[config.mk]
export PLATFORM = sky130hd
export DESIGN_NAME = handheld_bus_address_router_flat
export DESIGN_NICKNAME = d
export VERILOG_FILES = /design/src/rtl/hbar_pkg.sv /design/src/rtl/hbar_if.sv /design/src/rtl/handheld_bus_address_router.sv /design/src/rtl/hbar_state.sv /design/src/rtl/hbar_decode.sv /design/src/flat_wrapper.sv
export SDC_FILE = /design/constraint.sdc
export NUM_CORES = 1
export LEC_CHECK = 0
export BUFFER_PORTS_ARGS = -buffer_cell sky130_fd_sc_hd__buf_2
export CORE_MARGIN = 5
export CORE_UTILIZATION = 55
export CTS_BUF_LIST = sky130_fd_sc_hd__clkbuf_8
export CTS_CLUSTER_SIZE = 8
export DETAILED_ROUTE_END_ITERATION = 7
export PLACE_DENSITY_LB_ADDON = 0.08
export SLEW_MARGIN = 20
export SYNTH_ARGS = -nofsm -noshare
export SYNTH_HDL_FRONTEND = slang
export SYNTH_SLANG_ARGS = --single-unit
[constraint.sdc]
create_clock -name clk_i -period 4.92 [get_ports clk_i]
set_input_delay 0.246 -clock clk_i [delete_from_list [all_inputs] [get_ports clk_i]]
set_output_delay 0.246 -clock clk_i [all_outputs]
set_load 0.005 [all_outputs]
[src/rtl/hbar_pkg.sv]
// Package for the bus address router: target codes, I/O register offsets,
// item, result, state and update types shared by all router files.
// No dependencies.
`default_nettype none

package hbar_pkg;

  // Target store of a decoded access
  typedef enum logic [3:0] {
    TgtNone   = 4'd0,
    TgtBoot   = 4'd1,
    TgtCart   = 4'd2,
    TgtVram   = 4'd3,
    TgtWram   = 4'd4,
    TgtOam    = 4'd5,
    TgtUnused = 4'd6,
    TgtIo     = 4'd7,
    TgtHram   = 4'd8,
    TgtIe     = 4'd9,
    TgtOther  = 4'd10,
    TgtFixed  = 4'd11
  } tgt_e;

  // Configuration register indexes
  localparam int unsigned CfgIdxW = 2;
  localparam logic [CfgIdxW-1:0] CfgColorMode  = 2'd0;
  localparam logic [CfgIdxW-1:0] CfgRunBootRom = 2'd1;

  // Field widths
  localparam int unsigned AddrW  = 16;
  localparam int unsigned DataW  = 8;
  localparam int unsigned IndexW = 15;
  localparam int unsigned BankW  = 3;

  // Memory map boundaries
  localparam logic [AddrW-1:0] AddrVramBase   = 16'h8000;
  localparam logic [AddrW-1:0] AddrVramLast   = 16'h9FFF;
  localparam logic [AddrW-1:0] AddrExtRamBase = 16'hA000;
  localparam logic [AddrW-1:0] AddrExtRamLast = 16'hBFFF;
  localparam logic [AddrW-1:0] AddrEchoLast   = 16'hFDFF;
  localparam logic [AddrW-1:0] AddrOamLast    = 16'hFE9F;
  localparam logic [AddrW-1:0] AddrUnusedLow  = 16'hFEBF;
  localparam logic [AddrW-1:0] AddrUnusedLast = 16'hFEFF;
  localparam logic [AddrW-1:0] AddrIoBase     = 16'hFF00;
  localparam logic [AddrW-1:0] AddrIoLast     = 16'hFF7F;
  localparam logic [AddrW-1:0] AddrHramLast   = 16'hFFFE;
  localparam logic [AddrW-1:0] AddrBootLow    = 16'h00FF;
  localparam logic [AddrW-1:0] AddrBootHiBase = 16'h0200;
  localparam logic [AddrW-1:0] AddrBootHiLast = 16'h08FF;
  localparam logic [DataW-1:0] UnusedBase     = 8'hA0;

  // I/O register offsets from 0xFF00
  localparam logic [6:0] IoJoyp  = 7'h00;
  localparam logic [6:0] IoSc    = 7'h02;
  localparam logic [6:0] IoDiv   = 7'h04;
  localparam logic [6:0] IoTac   = 7'h07;
  localparam logic [6:0] IoIf    = 7'h0F;
  localparam logic [6:0] IoSnd10 = 7'h10;
  localparam logic [6:0] IoSnd11 = 7'h11;
  localparam logic [6:0] IoSnd12 = 7'h12;
  localparam logic [6:0] IoSnd13 = 7'h13;
  localparam logic [6:0] IoSnd14 = 7'h14;
  localparam logic [6:0] IoSnd15 = 7'h15;
  localparam logic [6:0] IoSnd16 = 7'h16;
  localparam logic [6:0] IoSnd17 = 7'h17;
  localparam logic [6:0] IoSnd18 = 7'h18;
  localparam logic [6:0] IoSnd19 = 7'h19;
  localparam logic [6:0] IoSnd1A = 7'h1A;
  localparam logic [6:0] IoSnd1B = 7'h1B;
  localparam logic [6:0] IoSnd1C = 7'h1C;
  localparam logic [6:0] IoSnd1D = 7'h1D;
  localparam logic [6:0] IoSnd1E = 7'h1E;
  localparam logic [6:0] IoSnd1F = 7'h1F;
  localparam logic [6:0] IoSnd20 = 7'h20;
  localparam logic [6:0] IoSnd21 = 7'h21;
  localparam logic [6:0] IoSnd22 = 7'h22;
  localparam logic [6:0] IoSnd23 = 7'h23;
  localparam logic [6:0] IoSnd24 = 7'h24;
  localparam logic [6:0] IoSnd25 = 7'h25;
  localparam logic [6:0] IoSnd26 = 7'h26;
  localparam logic [6:0] IoSndGapBase = 7'h27;
  localparam logic [6:0] IoSndGapLast = 7'h2F;
  localparam logic [6:0] IoWaveBase   = 7'h30;
  localparam logic [6:0] IoWaveLast   = 7'h3F;
  localparam logic [6:0] IoLcdc  = 7'h40;
  localparam logic [6:0] IoStat  = 7'h41;
  localparam logic [6:0] IoLy    = 7'h44;
  localparam logic [6:0] IoLyc   = 7'h45;
  localparam logic [6:0] IoDma   = 7'h46;
  localparam logic [6:0] IoWy    = 7'h4A;
  localparam logic [6:0] IoKey1  = 7'h4D;
  localparam logic [6:0] IoVbk   = 7'h4F;
  localparam logic [6:0] IoBoot  = 7'h50;
  localparam logic [6:0] IoHdma1 = 7'h51;
  localparam logic [6:0] IoHdma2 = 7'h52;
  localparam logic [6:0] IoHdma3 = 7'h53;
  localparam logic [6:0] IoHdma4 = 7'h54;
  localparam logic [6:0] IoHdma5 = 7'h55;
  localparam logic [6:0] IoRp    = 7'h56;
  localparam logic [6:0] IoBcpd  = 7'h69;
  localparam logic [6:0] IoOcpd  = 7'h6B;
  localparam logic [6:0] IoOpri  = 7'h6C;
  localparam logic [6:0] IoSvbk  = 7'h70;

  // LCD mode in which video memory is locked
  localparam logic [1:0] LcdModeXfer = 2'd3;

  // One bus access
  typedef struct packed {
    logic             action;
    logic [AddrW-1:0] address;
    logic [DataW-1:0] write_data;
    logic             from_video;
    logic             from_audio;
    logic [1:0]       screen_mode;
    logic             audio_on;
  } item_t;

  // One routing result
  typedef struct packed {
    tgt_e              target;
    logic [IndexW-1:0] store_index;
    logic              store_write;
    logic [DataW-1:0]  write_mask;
    logic [DataW-1:0]  read_force_ones;
    logic [DataW-1:0]  fixed_value;
    logic              mirror_four;
  } res_t;

  // Bank and overlay state seen by the decoder
  typedef struct packed {
    logic             color_mode;
    logic             video_bank;
    logic [BankW-1:0] work_bank;
    logic             boot_overlay_on;
  } state_t;

  // State updates requested by a decoded write
  typedef struct packed {
    logic             video_bank_we;
    logic             video_bank;
    logic             work_bank_we;
    logic [BankW-1:0] work_bank;
    logic             boot_clear;
  } upd_t;

endpackage

`default_nettype wire

[src/rtl/hbar_if.sv]
// Channel interfaces of the bus address router: access input, route output
// and configuration write. Depends on hbar_pkg.
`default_nettype none

interface hbar_in_if;
  import hbar_pkg::*;
  logic                 valid;
  logic                 ready;
  logic                 action;
  logic [AddrW-1:0]     address;
  logic [DataW-1:0]     write_data;
  logic                 from_video;
  logic                 from_audio;
  logic [1:0]           screen_mode;
  logic                 audio_on;

  modport source (output valid, action, address, write_data, from_video, from_audio,
                  screen_mode, audio_on, input ready);
  modport sink (input valid, action, address, write_data, from_video, from_audio,
                screen_mode, audio_on, output ready);
endinterface

interface hbar_out_if;
  import hbar_pkg::*;
  logic              valid;
  logic              ready;
  tgt_e              target;
  logic [IndexW-1:0] store_index;
  logic              store_write;
  logic [DataW-1:0]  write_mask;
  logic [DataW-1:0]  read_force_ones;
  logic [DataW-1:0]  fixed_value;
  logic              mirror_four;

  modport source (output valid, target, store_index, store_write, write_mask,
                  read_force_ones, fixed_value, mirror_four, input ready);
  modport sink (input valid, target, store_index, store_write, write_mask,
                read_force_ones, fixed_value, mirror_four, output ready);
endinterface

interface hbar_cfg_if;
  import hbar_pkg::*;
  logic               valid;
  logic               ready;
  logic [CfgIdxW-1:0] index;
  logic               data;

  modport source (output valid, index, data, input ready);
  modport sink (input valid, index, data, output ready);
endinterface

`default_nettype wire

[src/rtl/handheld_bus_address_router.sv]
// Bus address router top level: input register, decoder, result register.
// An accepted item is held in the input register and its decoded result is then loaded
// into the result register. Throughput: one item per cycle while out_o is ready, set by the
// single decode stage. Reset clears both valid flags, sets work bank 1, video bank 0,
// color mode 0 and maps the boot overlay. Depends on hbar_pkg, hbar_if, hbar_state,
// hbar_decode.
`default_nettype none

module handheld_bus_address_router (
  input  wire logic  clk_i,
  input  wire logic  rst_ni,
  hbar_in_if.sink    in_i,
  hbar_out_if.source out_o,
  hbar_cfg_if.sink   cfg_i
);
  import hbar_pkg::*;

  logic   in_valid_q;
  item_t  in_item_q;
  logic   out_valid_q;
  res_t   out_res_q;
  logic   advance;
  logic   accept;
  logic   fire;
  logic   cfg_we;
  res_t   res_d;
  upd_t   upd;
  state_t state;

  // Pipeline handshake: the result register frees the input register
  assign advance   = ~out_valid_q | out_o.ready;
  assign fire      = in_valid_q & advance;
  assign in_i.ready = ~in_valid_q | advance;
  assign accept    = in_i.valid & in_i.ready;
  assign cfg_i.ready = 1'b1;
  assign cfg_we    = cfg_i.valid;

  // Hold the accepted item
  always_ff @(posedge clk_i or negedge rst_ni) begin
    if (!rst_ni) begin
      in_valid_q <= 1'b0;
    end else if (accept) begin
      in_valid_q <= 1'b1;
    end else if (fire) begin
      in_valid_q <= 1'b0;
    end
  end

  always_ff @(posedge clk_i) begin
    if (accept) begin
      in_item_q.action      <= in_i.action;
      in_item_q.address     <= in_i.address;
      in_item_q.write_data  <= in_i.write_data;
      in_item_q.from_video  <= in_i.from_video;
      in_item_q.from_audio  <= in_i.from_audio;
      in_item_q.screen_mode <= in_i.screen_mode;
      in_item_q.audio_on    <= in_i.audio_on;
    end
  end

  hbar_decode u_decode (
    .item_i  (in_item_q),
    .state_i (state),
    .res_o   (res_d),
    .upd_o   (upd)
  );

  hbar_state u_state (
    .clk_i       (clk_i),
    .rst_ni      (rst_ni),
    .cfg_we_i    (cfg_we),
    .cfg_index_i (cfg_i.index),
    .cfg_data_i  (cfg_i.data),
    .upd_en_i    (fire),
    .upd_i       (upd),
    .state_o     (state)
  );

  // Advance the decoded item into the result register
  always_ff @(posedge clk_i or negedge rst_ni) begin
    if (!rst_ni) begin
      out_valid_q <= 1'b0;
    end else if (fire) begin
      out_valid_q <= 1'b1;
    end else if (out_o.ready) begin
      out_valid_q <= 1'b0;
    end
  end

  always_ff @(posedge clk_i) begin
    if (fire) begin
      out_res_q <= res_d;
    end
  end

  assign out_o.valid           = out_valid_q;
  assign out_o.target          = out_res_q.target;
  assign out_o.store_index     = out_res_q.store_index;
  assign out_o.store_write     = out_res_q.store_write;
  assign out_o.write_mask      = out_res_q.write_mask;
  assign out_o.read_force_ones = out_res_q.read_force_ones;
  assign out_o.fixed_value     = out_res_q.fixed_value;
  assign out_o.mirror_four     = out_res_q.mirror_four;

endmodule

`default_nettype wire

[src/rtl/hbar_state.sv]
// Configuration registers and bank/overlay state of the bus address router.
// Depends on hbar_pkg.
`default_nettype none

module hbar_state (
  input  wire logic                        clk_i,
  input  wire logic                        rst_ni,
  input  wire logic                        cfg_we_i,
  input  wire logic [hbar_pkg::CfgIdxW-1:0] cfg_index_i,
  input  wire logic                        cfg_data_i,
  input  wire logic                        upd_en_i,
  input  wire hbar_pkg::upd_t              upd_i,
  output      hbar_pkg::state_t            state_o
);
  import hbar_pkg::*;

  logic             color_mode_q;
  logic             run_boot_rom_q;
  logic             video_bank_q;
  logic [BankW-1:0] work_bank_q;
  logic             boot_overlay_q;

  // Load configuration; a run_boot_rom write also reloads the overlay flag
  always_ff @(posedge clk_i or negedge rst_ni) begin
    if (!rst_ni) begin
      color_mode_q   <= 1'b0;
      run_boot_rom_q <= 1'b1;
      video_bank_q   <= 1'b0;
      work_bank_q    <= BankW'(1);
      boot_overlay_q <= 1'b1;
    end else begin
      if (cfg_we_i && cfg_index_i == CfgColorMode) begin
        color_mode_q <= cfg_data_i;
      end
      if (cfg_we_i && cfg_index_i == CfgRunBootRom) begin
        run_boot_rom_q <= cfg_data_i;
        boot_overlay_q <= cfg_data_i;
      end else if (upd_en_i && upd_i.boot_clear) begin
        boot_overlay_q <= 1'b0;
      end
      // Take bank register writes from the decoded item
      if (upd_en_i && upd_i.video_bank_we) begin
        video_bank_q <= upd_i.video_bank;
      end
      if (upd_en_i && upd_i.work_bank_we) begin
        work_bank_q <= upd_i.work_bank;
      end
    end
  end

  assign state_o.color_mode      = color_mode_q;
  assign state_o.video_bank      = video_bank_q;
  assign state_o.work_bank       = work_bank_q;
  assign state_o.boot_overlay_on = boot_overlay_q & (run_boot_rom_q | ~run_boot_rom_q);

endmodule

`default_nettype wire

[src/rtl/hbar_decode.sv]
// Address decoder of the bus address router: maps one access to a target
// store, index, masks and state updates. Depends on hbar_pkg.
`default_nettype none

module hbar_decode (
  input  wire hbar_pkg::item_t  item_i,
  input  wire hbar_pkg::state_t state_i,
  output      hbar_pkg::res_t   res_o,
  output      hbar_pkg::upd_t   upd_o
);
  import hbar_pkg::*;

  logic [AddrW-1:0]  a;
  logic [6:0]        off;
  logic [IndexW-1:0] io_idx;
  logic [IndexW-1:0] vram_idx;
  logic [IndexW-1:0] wram_idx;
  logic [IndexW-1:0] unused_idx;
  logic              vram_open;
  logic              oam_open;
  logic              mode_xfer;
  logic              in_wave;
  logic              in_gap;
  logic [BankW-1:0]  new_bank;

  assign a         = item_i.address;
  assign off       = a[6:0];
  assign io_idx    = {8'd0, off};
  assign vram_idx  = {1'b0, state_i.video_bank, a[12:0]};
  // Echo shares the low 13 address bits with work RAM
  assign wram_idx  = a[12] ? {state_i.work_bank, a[11:0]} : {3'd0, a[11:0]};
  assign unused_idx = {7'd0, a[7:0] - UnusedBase};
  assign mode_xfer = item_i.screen_mode == LcdModeXfer;
  assign vram_open = item_i.from_video | ~mode_xfer;
  assign oam_open  = item_i.from_video | ~item_i.screen_mode[1];
  assign in_wave   = off >= IoWaveBase && off <= IoWaveLast;
  assign in_gap    = off >= IoSndGapBase && off <= IoSndGapLast;
  assign new_bank  = (item_i.write_data[2:0] != 3'd0) ? item_i.write_data[2:0] : BankW'(1);

  always_comb begin
    res_o = '0;
    upd_o = '0;
    if (!item_i.action) begin
      // Read path
      if (a < AddrVramBase) begin
        res_o.store_index = a[14:0];
        if (state_i.boot_overlay_on && (a <= AddrBootLow ||
            (state_i.color_mode && a >= AddrBootHiBase && a <= AddrBootHiLast))) begin
          res_o.target = TgtBoot;
        end else begin
          res_o.target = TgtCart;
        end
      end else if (a <= AddrVramLast) begin
        if (vram_open) begin
          res_o.target      = TgtVram;
          res_o.store_index = vram_idx;
        end else begin
          res_o.target      = TgtFixed;
          res_o.fixed_value = 8'hFF;
        end
      end else if (a <= AddrExtRamLast) begin
        res_o.target      = TgtCart;
        res_o.store_index = a[14:0];
      end else if (a <= AddrEchoLast) begin
        res_o.target      = TgtWram;
        res_o.store_index = wram_idx;
      end else if (a <= AddrOamLast) begin
        if (oam_open) begin
          res_o.target      = TgtOam;
          res_o.store_index = {7'd0, a[7:0]};
        end else begin
          res_o.target      = TgtFixed;
          res_o.fixed_value = 8'hFF;
        end
      end else if (a <= AddrUnusedLast) begin
        if (!state_i.color_mode) begin
          res_o.target = TgtFixed;
        end else if (mode_xfer) begin
          res_o.target      = TgtFixed;
          res_o.fixed_value = 8'hFF;
        end else begin
          res_o.target      = TgtUnused;
          res_o.store_index = unused_idx;
        end
      end else if (a <= AddrIoLast) begin
        // I/O read: stored register unless a special case applies
        res_o.target      = TgtIo;
        res_o.store_index = io_idx;
        case (off)
          IoIf:    res_o.read_force_ones = 8'hE0;
          IoSnd10: res_o.read_force_ones = 8'h80;
          IoSnd11, IoSnd16: res_o.read_force_ones = 8'h3F;
          IoSnd14, IoSnd19, IoSnd1E, IoSnd23: res_o.read_force_ones = 8'hBF;
          IoSnd1A: res_o.read_force_ones = 8'h7F;
          IoSnd1C: res_o.read_force_ones = 8'h9F;
          IoSnd26: res_o.read_force_ones = 8'h70;
          IoStat:  res_o.read_force_ones = 8'h80;
          IoSnd13, IoSnd15, IoSnd18, IoSnd1B, IoSnd1D, IoSnd1F, IoSnd20,
          IoHdma1, IoHdma2, IoHdma3, IoHdma4, IoRp: begin
            res_o.target      = TgtFixed;
            res_o.store_index = '0;
            res_o.fixed_value = 8'hFF;
          end
          IoKey1: begin
            if (state_i.color_mode) begin
              res_o.read_force_ones = 8'h7E;
            end else begin
              res_o.target      = TgtFixed;
              res_o.store_index = '0;
              res_o.fixed_value = 8'hFF;
            end
          end
          IoVbk: begin
            res_o.target      = TgtFixed;
            res_o.store_index = '0;
            res_o.fixed_value = state_i.color_mode ? {7'h7F, state_i.video_bank} : 8'hFF;
          end
          IoHdma5: begin
            if (state_i.color_mode) begin
              res_o.target = TgtOther;
            end else begin
              res_o.target      = TgtFixed;
              res_o.store_index = '0;
              res_o.fixed_value = 8'hFF;
            end
          end
          IoBcpd, IoOcpd: begin
            if (state_i.color_mode && !mode_xfer) begin
              res_o.target = TgtOther;
            end else begin
              res_o.target      = TgtFixed;
              res_o.store_index = '0;
              res_o.fixed_value = 8'hFF;
            end
          end
          IoSvbk: begin
            if (state_i.color_mode) begin
              res_o.read_force_ones = 8'hF8;
            end else begin
              res_o.target      = TgtFixed;
              res_o.store_index = '0;
              res_o.fixed_value = 8'hFF;
            end
          end
          default: begin
            if (in_gap) begin
              res_o.target      = TgtFixed;
              res_o.store_index = '0;
              res_o.fixed_value = 8'hFF;
            end else if (in_wave && !item_i.from_audio) begin
              res_o.target = TgtOther;
            end
          end
        endcase
      end else if (a <= AddrHramLast) begin
        res_o.target      = TgtHram;
        res_o.store_index = io_idx;
      end else begin
        res_o.target = TgtIe;
      end
    end else if (a >= AddrIoBase && a <= AddrIoLast) begin
      // I/O write
      case (off)
        IoJoyp, IoSc, IoDiv, IoTac, IoSnd20, IoSnd26, IoLcdc, IoStat, IoLy, IoLyc,
        IoDma, IoWy, IoOpri: begin
          res_o.target      = TgtOther;
          res_o.store_index = io_idx;
        end
        IoSnd10, IoSnd11, IoSnd12, IoSnd13, IoSnd14, IoSnd16, IoSnd17, IoSnd18,
        IoSnd19, IoSnd1A, IoSnd1B, IoSnd1C, IoSnd1D, IoSnd1E, IoSnd21, IoSnd22,
        IoSnd23, IoSnd24, IoSnd25: begin
          if (item_i.audio_on) begin
            res_o.target      = TgtOther;
            res_o.store_index = io_idx;
          end
        end
        IoKey1: begin
          if (state_i.color_mode) begin
            res_o.target      = TgtIo;
            res_o.store_index = io_idx;
            res_o.store_write = 1'b1;
            res_o.write_mask  = 8'h01;
          end
        end
        IoVbk: begin
          if (state_i.color_mode) begin
            res_o.target        = TgtIo;
            res_o.store_index   = io_idx;
            res_o.store_write   = 1'b1;
            res_o.write_mask    = 8'hFF;
            upd_o.video_bank_we = 1'b1;
            upd_o.video_bank    = item_i.write_data[0];
          end
        end
        IoBoot: upd_o.boot_clear = 1'b1;
        IoHdma1: begin
          res_o.target      = TgtIo;
          res_o.store_index = io_idx;
          res_o.store_write = 1'b1;
          res_o.write_mask  = 8'hFF;
        end
        IoHdma2, IoHdma4: begin
          res_o.target      = TgtIo;
          res_o.store_index = io_idx;
          res_o.store_write = 1'b1;
          res_o.write_mask  = 8'hF0;
        end
        IoHdma3: begin
          res_o.target      = TgtIo;
          res_o.store_index = io_idx;
          res_o.store_write = 1'b1;
          res_o.write_mask  = 8'h1F;
        end
        IoHdma5, IoBcpd, IoOcpd: begin
          if (state_i.color_mode) begin
            res_o.target      = TgtOther;
            res_o.store_index = io_idx;
          end
        end
        IoSvbk: begin
          if (state_i.color_mode) begin
            res_o.target       = TgtIo;
            res_o.store_index  = io_idx;
            res_o.store_write  = 1'b1;
            res_o.write_mask   = 8'hFF;
            upd_o.work_bank_we = 1'b1;
            upd_o.work_bank    = new_bank;
          end
        end
        default: begin
          res_o.store_index = io_idx;
          if (in_wave && !item_i.from_audio) begin
            res_o.target = TgtOther;
          end else begin
            res_o.target      = TgtIo;
            res_o.store_write = 1'b1;
            res_o.write_mask  = 8'hFF;
          end
        end
      endcase
    end else begin
      // Memory write: full byte unless the region is locked or unavailable
      res_o.store_write = 1'b1;
      res_o.write_mask  = 8'hFF;
      if (a < AddrVramBase || (a >= AddrExtRamBase && a <= AddrExtRamLast)) begin
        res_o.target      = TgtCart;
        res_o.store_index = a[14:0];
      end else if (a <= AddrVramLast) begin
        if (vram_open) begin
          res_o.target      = TgtVram;
          res_o.store_index = vram_idx;
        end else begin
          res_o = '0;
        end
      end else if (a <= AddrEchoLast) begin
        res_o.target      = TgtWram;
        res_o.store_index = wram_idx;
      end else if (a <= AddrOamLast) begin
        if (oam_open) begin
          res_o.target      = TgtOam;
          res_o.store_index = {7'd0, a[7:0]};
        end else begin
          res_o = '0;
        end
      end else if (a <= AddrUnusedLast) begin
        if (!state_i.color_mode || mode_xfer) begin
          res_o = '0;
        end else if (a <= AddrUnusedLow) begin
          res_o.target      = TgtUnused;
          res_o.store_index = unused_idx;
        end else begin
          res_o.target      = TgtUnused;
          res_o.store_index = {11'h002, a[3:0]};
          res_o.mirror_four = 1'b1;
        end
      end else if (a <= AddrHramLast) begin
        res_o.target      = TgtHram;
        res_o.store_index = io_idx;
      end else begin
        res_o.target = TgtIe;
      end
    end
  end

endmodule

`default_nettype wire
[src/flat_wrapper.sv]
// flat-port wrapper written by rule: the top's interface ports become plain ports
module handheld_bus_address_router_flat import hbar_pkg::*;
  (clk_i, rst_ni, in_i_valid, in_i_action, in_i_address, in_i_write_data, in_i_from_video, in_i_from_audio, in_i_screen_mode, in_i_audio_on, in_i_ready, out_o_valid, out_o_target, out_o_store_index, out_o_store_write, out_o_write_mask, out_o_read_force_ones, out_o_fixed_value, out_o_mirror_four, out_o_ready, cfg_i_valid, cfg_i_index, cfg_i_data, cfg_i_ready);
  hbar_in_if in_i_i ();
  hbar_out_if out_o_i ();
  hbar_cfg_if cfg_i_i ();
  input  wire logic clk_i;
  input  wire logic rst_ni;
  input wire logic [$bits(in_i_i.valid)-1:0] in_i_valid;
  input wire logic [$bits(in_i_i.action)-1:0] in_i_action;
  input wire logic [$bits(in_i_i.address)-1:0] in_i_address;
  input wire logic [$bits(in_i_i.write_data)-1:0] in_i_write_data;
  input wire logic [$bits(in_i_i.from_video)-1:0] in_i_from_video;
  input wire logic [$bits(in_i_i.from_audio)-1:0] in_i_from_audio;
  input wire logic [$bits(in_i_i.screen_mode)-1:0] in_i_screen_mode;
  input wire logic [$bits(in_i_i.audio_on)-1:0] in_i_audio_on;
  output wire logic [$bits(in_i_i.ready)-1:0] in_i_ready;
  output wire logic [$bits(out_o_i.valid)-1:0] out_o_valid;
  output wire logic [$bits(out_o_i.target)-1:0] out_o_target;
  output wire logic [$bits(out_o_i.store_index)-1:0] out_o_store_index;
  output wire logic [$bits(out_o_i.store_write)-1:0] out_o_store_write;
  output wire logic [$bits(out_o_i.write_mask)-1:0] out_o_write_mask;
  output wire logic [$bits(out_o_i.read_force_ones)-1:0] out_o_read_force_ones;
  output wire logic [$bits(out_o_i.fixed_value)-1:0] out_o_fixed_value;
  output wire logic [$bits(out_o_i.mirror_four)-1:0] out_o_mirror_four;
  input wire logic [$bits(out_o_i.ready)-1:0] out_o_ready;
  input wire logic [$bits(cfg_i_i.valid)-1:0] cfg_i_valid;
  input wire logic [$bits(cfg_i_i.index)-1:0] cfg_i_index;
  input wire logic [$bits(cfg_i_i.data)-1:0] cfg_i_data;
  output wire logic [$bits(cfg_i_i.ready)-1:0] cfg_i_ready;
  assign in_i_i.valid = in_i_valid;
  assign in_i_i.action = in_i_action;
  assign in_i_i.address = in_i_address;
  assign in_i_i.write_data = in_i_write_data;
  assign in_i_i.from_video = in_i_from_video;
  assign in_i_i.from_audio = in_i_from_audio;
  assign in_i_i.screen_mode = in_i_screen_mode;
  assign in_i_i.audio_on = in_i_audio_on;
  assign in_i_ready = in_i_i.ready;
  assign out_o_valid = out_o_i.valid;
  assign out_o_target = out_o_i.target;
  assign out_o_store_index = out_o_i.store_index;
  assign out_o_store_write = out_o_i.store_write;
  assign out_o_write_mask = out_o_i.write_mask;
  assign out_o_read_force_ones = out_o_i.read_force_ones;
  assign out_o_fixed_value = out_o_i.fixed_value;
  assign out_o_mirror_four = out_o_i.mirror_four;
  assign out_o_i.ready = out_o_ready;
  assign cfg_i_i.valid = cfg_i_valid;
  assign cfg_i_i.index = cfg_i_index;
  assign cfg_i_i.data = cfg_i_data;
  assign cfg_i_ready = cfg_i_i.ready;
  handheld_bus_address_router u_core (.clk_i(clk_i), .rst_ni(rst_ni), .in_i(in_i_i), .out_o(out_o_i), .cfg_i(cfg_i_i));
endmodule
==> results.sh, run 1 <==
export IMPL_fp_dieW_microns=97.78
export IMPL_ir_worst_vdd_mv=0.2559
export IMPL_post_cts_resized=0
export IMPL_drc=0
export IMPL_synth_edf_count=59
export IMPL_critPathCaptureType="flip-flop"
export IMPL_die_y_microns=97.78
export IMPL_vias_per_cell=6.275
export IMPL_cpMaxStageDelayCell="edfxtp_1"
export IMPL_core_sq_um=7607
export IMPL_routed_via_count=3784
export IMPL_avgSynthCellArea_sq_um=9.631
export IMPL_num_rows=32
export IMPL_clkSinkCount=67
export IMPL_fin_skew_ns=0.01350
export IMPL_setup_tns_ns=0
export IMPL_ys_seq_area_share_pct=46.59
export IMPL_postSynthCellCount=440
export IMPL_cts_buffers=9
export IMPL_gp_congestion=0.9748
export IMPL_synthTopCellsByCount="59 x edfxtp_1, 41 x nor2_1, 39 x nand2_1, 21 x o21ai_0, 19 x a21oi_1"
export IMPL_synth_most_common_cell="edfxtp_1"
export IMPL_arrival_ns=3.35
export IMPL_fmax_mhz=308.7
export IMPL_critPathRequiredTime_ns=5.03
export IMPL_grt_max_degree=36
export IMPL_stdcell_area_sq_um=4785
export IMPL_final_antenna_net_count=0
export IMPL_maxSlewViolCount=0
export IMPL_slew_headroom_pct=33.00
export IMPL_clk_latency_ns=0.35
export IMPL_min_path_cells=1
export IMPL_ys_async_sr_fraction_pct=11.94
export IMPL_fin_nets=538
export IMPL_first_pass_iters=5
export IMPL_synth_top_area_share_pct=41.81
export IMPL_path_cells="nand4_1 > or4b_2 > and4_4 > o21ai_1 > a32oi_1 > a221oi_1"
export IMPL_clk_pin_slew_ns=0.09
export IMPL_worst_path_buf_inv=0
export IMPL_cts_tree="yes"
export IMPL_crit_start="u_core.in_item_q[13]"
export IMPL_place_port_buffers=79
export IMPL_path_max_fanout=30
export IMPL_area_delta_synth_final_pct=12.90
export IMPL_cap_violations=0
export IMPL_min_from="in_i_address[3]"
export IMPL_h_tree_depth=3
export IMPL_synth_top_area_cell="edfxtp_1"
export IMPL_setup_violations_final=0
export IMPL_critPathKind="reg2reg"
export IMPL_tightest_slew_ns=1.005
export IMPL_yosys_most_used_dff="edfxtp_1"
export IMPL_dpl_cell_area_sq_um=4568
export IMPL_powerDensity_nw_per_um2=287.5
export IMPL_rrSetupSlack_ns=1.68
export IMPL_drive_above_1_share_pct=24.15
export IMPL_final_core_util_pct=62.89
export IMPL_yosys_warnings=0
export IMPL_rr_worst_depth=6
export IMPL_synth_seq_cells=67
export IMPL_worst_path_stages=6
export IMPL_status="complete, no violations"
export IMPL_grt_usage_pct=22.81
export IMPL_clockBufferDepth=2
export IMPL_start_util_pct=55.71
export IMPL_crit_path_max_incr_delay_ns=0.96
export IMPL_die_area_sq_um=9561
export IMPL_antenna_found_initial=0
export IMPL_drt_iter0_drc=408
export IMPL_yosysUniqueCellTypes=78
export IMPL_grt_pass1_vias=3405
export IMPL_rr_startpoint="u_core.in_item_q[13]"
export IMPL_min_period_ns=3.239
export IMPL_dp_final_hpwl_microns=8108
export IMPL_syn_area_sq_um=4238
export IMPL_clock_root_buffer="clkbuf_8"
export IMPL_cp_start_kind="flip-flop"
export IMPL_holdCritPathClass="in2reg"
export IMPL_synth_top_cells_by_area="edfxtp_1 42%, nor2_1 3.6%, dfrtp_1 3.5%"
export IMPL_p_leak_uw=0.001786
export IMPL_cp_top_family="simple AND/OR/NAND/NOR gates"
export IMPL_finalHoldViolCount=0
export IMPL_grt_overflow_total=0
export IMPL_timing_hold_ws_ns=0.05788
export IMPL_diodes=0
export IMPL_syn_nets=482
export IMPL_rsz0062_at_grt="false"
export IMPL_wl_per_cell_microns=18.16
export IMPL_finalCritPeriodShare_pct=65.84
export IMPL_ioPinCount=86
export IMPL_grt_pass1_wl_microns=17480
export IMPL_wl_microns=10950
==> per-stage QoR <==
stage | total power (uW) | std cells | worst slack [ns]
2_1_floorplan | 838.8 | 440 | 2.523
3_3_place_gp | 903.6 | 586 | 1.826
3_5_place_dp | 906.4 | 586 | 1.801
4_1_cts | 1381 | 603 | 1.791
5_1_grt | 1447 | 603 | 1.463
6_report | 1376 | 603 | 1.681
==> path summary, 6_finish.rpt <==
check	end
worst max-delay path	u_core.out_o.target[0]
worst min-delay path	u_core.in_item_q[16]
worst max register to register	u_core.out_o.target[0]
worst min register to register	u_core.out_o.valid
max in group asynchronous	u_core.u_state.work_bank_q[0]
min in group asynchronous	u_core.out_o.valid
==> cells by family after synthesis <==
family / synth area share [%]
AND/OR/NAND/NOR: 26.81
AO/OA/AOI/OAI: 17.60
flip-flops: 46.59
buffers and inverters: 6.318
adder cells (fa/ha/maj): 1.181
XOR/XNOR: 0.6201
multiplexers: 0.7971
other: 0.08849
==> power breakdown <==
part | internal [uW] | switching [uW] | leakage (uW) | total, uW
combinational | 75.2 | 106 | 0.00102 | 181
clock | 242 | 236 | 0.0000988 | 479
sequential | 668 | 47.7 | 0.000671 | 716
total | 986 | 390 | 0.00179 | 1380
==> timing repair <==
item	in CTS	in global routing
buffers inserted	0	0
endpoints found under the hold margin	8	0
hold buffers	1	0
==> metal layers <==
metal	vias up	global-route usage (%)	part of all wire [%]	routed length [microns]
met2	247	34.05	44	4861
met5	-	0	0	0
met1	1742	31.69	43	4675
met3	28	7.214	11	1153
li1	1767	-	-	-
met4	0	7.561	2.4	261
==> layout make-up <==
type | count | area (sq um)
Clock buffer | 9 | 123.9
Clock inverter | 7 | 82.58
Fill cell | 654 | 2823
Inverter | 14 | 52.55
Multi-Input combinational cell | 321 | 1996
Sequential cell | 67 | 1974
Tap cell | 102 | 127.6
Timing Repair Buffer | 83 | 427.9
==> flip-flops by register name (all words and copies together), names as in the netlist, 2 cells and up <==
signal                        cells
u_core.in_item_q                 25
u_core.out_o.store_index         15
u_core.out_o.read_force_ones      7
u_core.out_o.target               4
u_core.out_o.write_mask           4
u_core.u_state.work_bank_q        3
u_core.out_o.fixed_value          2
==> layout by cell type (no fill, tap or decap), drive strengths merged, types with 4 or more instances in the layout <==
cell type and n:
nand3b 8, and2 11, inv 16, or2 4, nand2b 13, nand4 11, clkbuf 9, a21oi 19
nor3b 5, nor2 42, buf 82, nand2 39, a31oi 13, dfrtp 6, o211ai 6, nor2b 8
nor4 10, nor3 10, o31ai 5, a211oi 7, and3 7, ha 4, o21ai 27, or3 4
edfxtp 59, nand3 13
(Power assumes the default switching activity.)
==> run 2, diff against run 1 <==
- clock period: 4.92 -> 3.33 ns (I/O delays scaled with it)
==> run 2 against run 1 <==
  * Sequential cell count stayed put
  * Utilization is 5.1 points higher
  * Worst setup slack worse by 1.3 ns
  * First-iteration DRC count is 3.4% higher
  * Count of clock-buffer cells in the layout stayed put
  * Clock skew is 0.0039 ns higher
  * Clock power is 59% higher
  * Critical endpoint unchanged
  * Global-route usage is 1.5 points higher
  * Register-to-register slack worse by 1.3 ns
  * Combinational power is 85% higher
  * Via count is 3.3% higher
  * Critical path depth is 2 higher
==> results.sh, run 2 (synthesis results as in run 1) <==
export IMPL_diodes=0
export IMPL_cts_buffers=9
export IMPL_p_leak_uw=0.001983
export IMPL_routed_via_count=3908
export IMPL_cts_tree="yes"
export IMPL_wl_per_cell_microns=18.07
export IMPL_critPathRequiredTime_ns=3.46
export IMPL_antenna_found_initial=0
export IMPL_clockBufferDepth=2
export IMPL_final_antenna_net_count=0
export IMPL_grt_pass1_vias=3562
export IMPL_fp_dieW_microns=97.78
export IMPL_critPathKind="reg2reg"
export IMPL_powerDensity_nw_per_um2=411.3
export IMPL_maxSlewViolCount=0
export IMPL_tightest_slew_ns=1.094
export IMPL_stdcell_area_sq_um=5172
export IMPL_cp_start_kind="flip-flop"
export IMPL_dpl_cell_area_sq_um=4688
export IMPL_area_delta_synth_final_pct=22.05
export IMPL_cts_setup_buffers=0
export IMPL_first_pass_iters=5
export IMPL_finalHoldViolCount=0
export IMPL_post_cts_resized=0
export IMPL_setup_violations_final=0
export IMPL_min_period_ns=2.924
export IMPL_rrSetupSlack_ns=0.41
export IMPL_mostFrequentLayoutCells="79 x buf_2, 59 x edfxtp_1, 41 x nor2_1"
export IMPL_cap_violations=0
export IMPL_arrival_ns=3.06
export IMPL_die_area_sq_um=9561
export IMPL_rsz0062_at_grt="false"
export IMPL_ioPinCount=86
export IMPL_drive_above_1_share_pct=25.28
export IMPL_crit_end="u_core.out_o.target[0]"
export IMPL_largest_register="u_core.in_item_q"
export IMPL_crit_start="u_core.in_item_q[16]"
export IMPL_place_port_buffers=79
export IMPL_clk_latency_ns=0.35
export IMPL_die_y_microns=97.78
export IMPL_timing_rr_end="u_core.out_o.target[0]"
export IMPL_clk_pin_slew_ns=0.09
export IMPL_grt_overflow_total=0
export IMPL_crit_path_max_incr_delay_ns=0.59
export IMPL_rr_startpoint="u_core.in_item_q[16]"
export IMPL_grt_pass1_wl_microns=18660
export IMPL_core_sq_um=7607
export IMPL_largest_reg_flops=25
export IMPL_h_tree_depth=3
export IMPL_fin_skew_ns=0.01743
export IMPL_holdCritPathClass="in2reg"
export IMPL_clkSinkCount=67
export IMPL_grt_usage_pct=24.35
export IMPL_dp_final_hpwl_microns=8356
export IMPL_rr_worst_depth=8
export IMPL_fin_nets=579
export IMPL_path_cells="buf_4 > nor4b_2 > a21oi_1 > or3_1 > nand4_2 > or2_1 > a32oi_1 > a221oi_1"
export IMPL_slew_headroom_pct=27.08
export IMPL_status="complete, no violations"
export IMPL_path_max_fanout=15
export IMPL_vias_per_cell=6.068
export IMPL_finalCritPeriodShare_pct=87.80
export IMPL_fillers=630
export IMPL_cpMaxStageDelayCell="edfxtp_1"
export IMPL_drc=0
export IMPL_ir_worst_vdd_mv=0.2864
export IMPL_gp_congestion=0.9813
export IMPL_grt_max_degree=35
export IMPL_num_rows=32
export IMPL_critPathCaptureType="flip-flop"
export IMPL_start_util_pct=55.71
export IMPL_setup_tns_ns=0
export IMPL_wl_microns=11640
export IMPL_fmax_mhz=342.0
export IMPL_drt_iter0_drc=422
export IMPL_clock_root_buffer="clkbuf_8"
export IMPL_final_common_cell="buf_2"
## run 2: cell types whose count changed in the layout (fill, tap and decap cells not counted), sizes merged
cell         previous run  this run
inv                    16        13
clkinvlp                2         0
clkinv                  2         6
bufinv                  1         2
buf                    82        98
dlygate4sd3             1        26
## run 2: how the worst min path moves through the flow
stage | from | to | slack, ns | cells after the start
after global placement | rst_ni | u_core.in_valid_q | 0.01 | 1
after floorplan | rst_ni | u_core.in_valid_q | -0.13 | 0
after CTS | in_i_valid | u_core.in_valid_q | 0.003 | 2
after global routing | in_i_valid | u_core.in_valid_q | 0.04 | 2
after detailed placement | rst_ni | u_core.in_valid_q | 0.02 | 1
final | in_i_valid | u_core.in_valid_q | 0.02 | 2
## run 2: layer usage
metal  GRT usage, %  vias to the layer above  part of all wire (%)
met5              0                        -                     0
met4          9.691                        0                   3.3
met3          5.214                       37                    10
met2          36.53                      233                    45
met1          34.54                     1793                    42
li1               -                     1845                     -
## run 2: layout make-up
class,count,area (sq um),share of cell area [%]
Clock buffer,9,123.9,2.395
Timing Repair Buffer,124,798.3,15.43
Clock inverter,7,100.1,1.935
Inverter,14,52.55,1.016
Multi-Input combinational cell,321,1996,38.58
Tap cell,102,127.6,2.467
Sequential cell,67,1974,38.17
## run 2: metrics by stage
stage | utilization, % | hold slack (ns) | std cells | total power [uW] | setup slack, ns
2_1_floorplan | - | -0.1291 | 440 | 1239 | 0.9330
5_1_grt | 67.99 | 0.03622 | 644 | 2227 | 0.2344
3_5_place_dp | 61.63 | 0.01588 | 602 | 1354 | 0.4845
4_1_cts | 67.99 | 0.003355 | 644 | 2133 | 0.4609
3_3_place_gp | 61.63 | 0.01217 | 602 | 1349 | 0.5259
6_report | 67.99 | 0.01604 | 644 | 2127 | 0.4063
## run 2: timing repair
item	4_1_cts	5_1_grt
hold buffers	26	0
setup endpoints to repair	0	0
hold endpoints to repair	33	0
## run 2: report_power, final
| group | internal (uW) | switching [uW] |
|---|---|---|
| Combinational | 142 | 193 |
| Sequential | 987 | 45.3 |
| Clock | 426 | 334 |
## run 2: critical path, delay by kind of cell (launching register included)
family	cells	cell delay, ns
AOI/OAI and AO/OA	3	0.65
DFF	1	0.59
and+or+nand+nor	4	1.21
buffers and inverters	1	0.27
==> run 3, diff against run 2 <==
- CAP_MARGIN: default -> 20
- PLACE_DENSITY: default -> 0.8
- PLACE_DENSITY_LB_ADDON: 0.08 -> default
==> run 3 against run 2 <==
  * Critical path depth is 1 lower
  * Final area increased by 0.12%
  * Sequential cell count stayed put
  * Fmax up 1.1%
  * Register-to-register slack improved by 0.03 ns
  * Critical path type unchanged
  * Critical endpoint is now u_core.out_o.target[3]
  * Largest cell class unchanged
  * Largest power group unchanged
  * Highest routed layer unchanged
==> results.sh, run 3 (synthesis results as in run 1) <==
export IMPL_status="complete, no violations"
export IMPL_critPathKind="reg2reg"
export IMPL_p_comb_share_pct=16.2
export IMPL_rsz0062_at_grt="false"
export IMPL_finalHoldViolCount=0
export IMPL_final_antenna_net_count=0
export IMPL_area_delta_synth_final_pct=22.20
export IMPL_cp_top_family="compound AO/OA/AOI/OAI gates"
export IMPL_cts_buffers=9
export IMPL_diodes=0
export IMPL_vias_per_cell=6.177
export IMPL_path_cells="buf_12 > or4_1 > a2bb2o_2 > nand2_1 > a311oi_1 > nor4_1 > a31o_1"
export IMPL_cap_violations=0
export IMPL_setup_violations_final=0
export IMPL_worst_path_buf_inv=1
export IMPL_fmax_mhz=345.8
export IMPL_mostFrequentLayoutCells="79 x buf_2, 59 x edfxtp_1, 41 x nor2_1"
export IMPL_fin_skew_ns=0.01411
export IMPL_largest_register="u_core.in_item_q"
export IMPL_drc=0
export IMPL_clk_pin_slew_ns=0.09
export IMPL_grt_pass1_wl_microns=18930
export IMPL_crit_path_max_incr_delay_ns=0.58
export IMPL_wl_microns=11830
export IMPL_antenna_found_initial=0
export IMPL_routed_via_count=3978
export IMPL_first_pass_iters=5
export IMPL_critPathCaptureType="flip-flop"
export IMPL_core_sq_um=7607
export IMPL_grt_usage_pct=24.56
export IMPL_final_common_cell="buf_2"
export IMPL_drive_above_1_share_pct=25.09
export IMPL_p_int_uw=1490
export IMPL_maxSlewViolCount=0
export IMPL_p_switching_uw=590.8
export IMPL_holdCritPathClass="in2reg"
export IMPL_p_seq_share_pct=49.7
export IMPL_clkSinkCount=67
export IMPL_slew_headroom_pct=63.80
export IMPL_die_area_sq_um=9561
export IMPL_ioPinCount=86
export IMPL_drt_iter0_drc=457
export IMPL_min_period_ns=2.892
export IMPL_p_total_uw=2081
export IMPL_finalCritPeriodShare_pct=86.85
export IMPL_path_max_fanout=18
export IMPL_clkPwrFrac_pct=34.1
export IMPL_p_sw_share_pct=28.39
export IMPL_fin_nets=579
export IMPL_p_leak_uw=0.001978
export IMPL_cp_start_kind="flip-flop"
export IMPL_num_rows=32
export IMPL_crit_start="u_core.in_item_q[14]"
export IMPL_post_cts_resized=0
export IMPL_critPathRequiredTime_ns=3.43
export IMPL_gp_congestion=1.023
export IMPL_h_tree_depth=3
export IMPL_largest_reg_flops=25
export IMPL_clockBufferDepth=2
export IMPL_place_port_buffers=79
export IMPL_arrival_ns=2.99
export IMPL_clock_root_buffer="clkbuf_8"
export IMPL_tightest_slew_ns=0.5430
export IMPL_ir_worst_vdd_mv=0.3349
export IMPL_min_from="cfg_i_data"
export IMPL_clk_latency_ns=0.36
export IMPL_timing_hold_ws_ns=0.03256
export IMPL_powerDensity_nw_per_um2=401.9
export IMPL_grt_max_degree=36
export IMPL_fillers=620
export IMPL_rr_startpoint="u_core.in_item_q[14]"
export IMPL_ff_latch_area_sq_um=1974
export IMPL_multi_input_area_sq_um=1996
export IMPL_grt_overflow_total=0
export IMPL_fp_dieW_microns=97.78
export IMPL_cpMaxStageDelayCell="edfxtp_1"
export IMPL_grt_pass1_vias=3727
export IMPL_start_util_pct=55.71
export IMPL_die_y_microns=97.78
export IMPL_cts_tree="yes"
export IMPL_wl_per_cell_microns=18.36
export IMPL_setup_tns_ns=0
export IMPL_dp_final_hpwl_microns=8448
==> run 3: changes by cell type in the layout (fill, tap and decap cells not counted), sizes merged <==
cell,delta
clkinv,-2
bufinv,-1
clkinvlp,+1
inv,+2
buf,-1
dlygate4sd3,+1
==> run 3: what timing repair did <==
item / 4_1_cts / 5_1_grt
setup buffers: 0 / 0
hold endpoints to repair: 34 / 0
hold buffers: 27 / 0
==> run 3: metrics by stage <==
stage / std cells / util [%] / setup slack (ns) / cell area (sq um)
6_report: 644 / 68.08 / 0.4378 / 5179
5_1_grt: 644 / 68.08 / 0.3253 / 5179
4_1_cts: 643 / 67.88 / 0.4857 / 5164
3_5_place_dp: 600 / 61.60 / 0.5079 / 4686
3_3_place_gp: 600 / 61.60 / 0.5410 / 4686
2_1_floorplan: 440 / - / 0.9330 / 4238
==> run 3: power by group through the flow <==
stage	Combinational, uW	Sequential [uW]	Clock (uW)
floorplan	207	1030	0
global placement	298	1050	0
detailed placement	303	1050	0
CTS	328	1030	718
global route	366	1040	770
finish	337	1030	710
==> run 3: worst reg2reg max path: stages (launching register included) <==
cell      delay, ns
edfxtp_1       0.58
buf_12         0.24
or4_1          0.54
a2bb2o_2       0.30
nand2_1        0.17
a311oi_1       0.48
nor4_1         0.10
a31o_1         0.22
==> run 3: area by class of cell <==
cell class,instances,area share [%]
clock inverter,7,1.619
tap,102,2.464
clock buffer,9,2.392
multi-input combinational,321,38.54
sequential,67,38.13
timing repair buffer,124,15.85
inverter,14,1.015
==> run 3: path summary, 6_finish.rpt <==
path	slack, ns	cells after the start	to
hold / removal	0.03	3	u_core.u_state.color_mode_q
max in group asynchronous	2.92	2	u_core.u_state.boot_overlay_q
hold reg to reg	0.50	1	u_core.out_o.valid
setup / recovery	0.44	7	u_core.out_o.target[3]
setup reg to reg	0.44	7	u_core.out_o.target[3]
min in group asynchronous	0.16	2	u_core.u_state.work_bank_q[1]
==> run 3: routing by layer <==
metal	GRT usage [%]	routed length, microns	vias up
met4	5.964	220	0
met3	6.500	1188	24
met2	39.85	5578	263
met5	0	0	-
li1	-	-	1847
met1	33.09	4839	1844
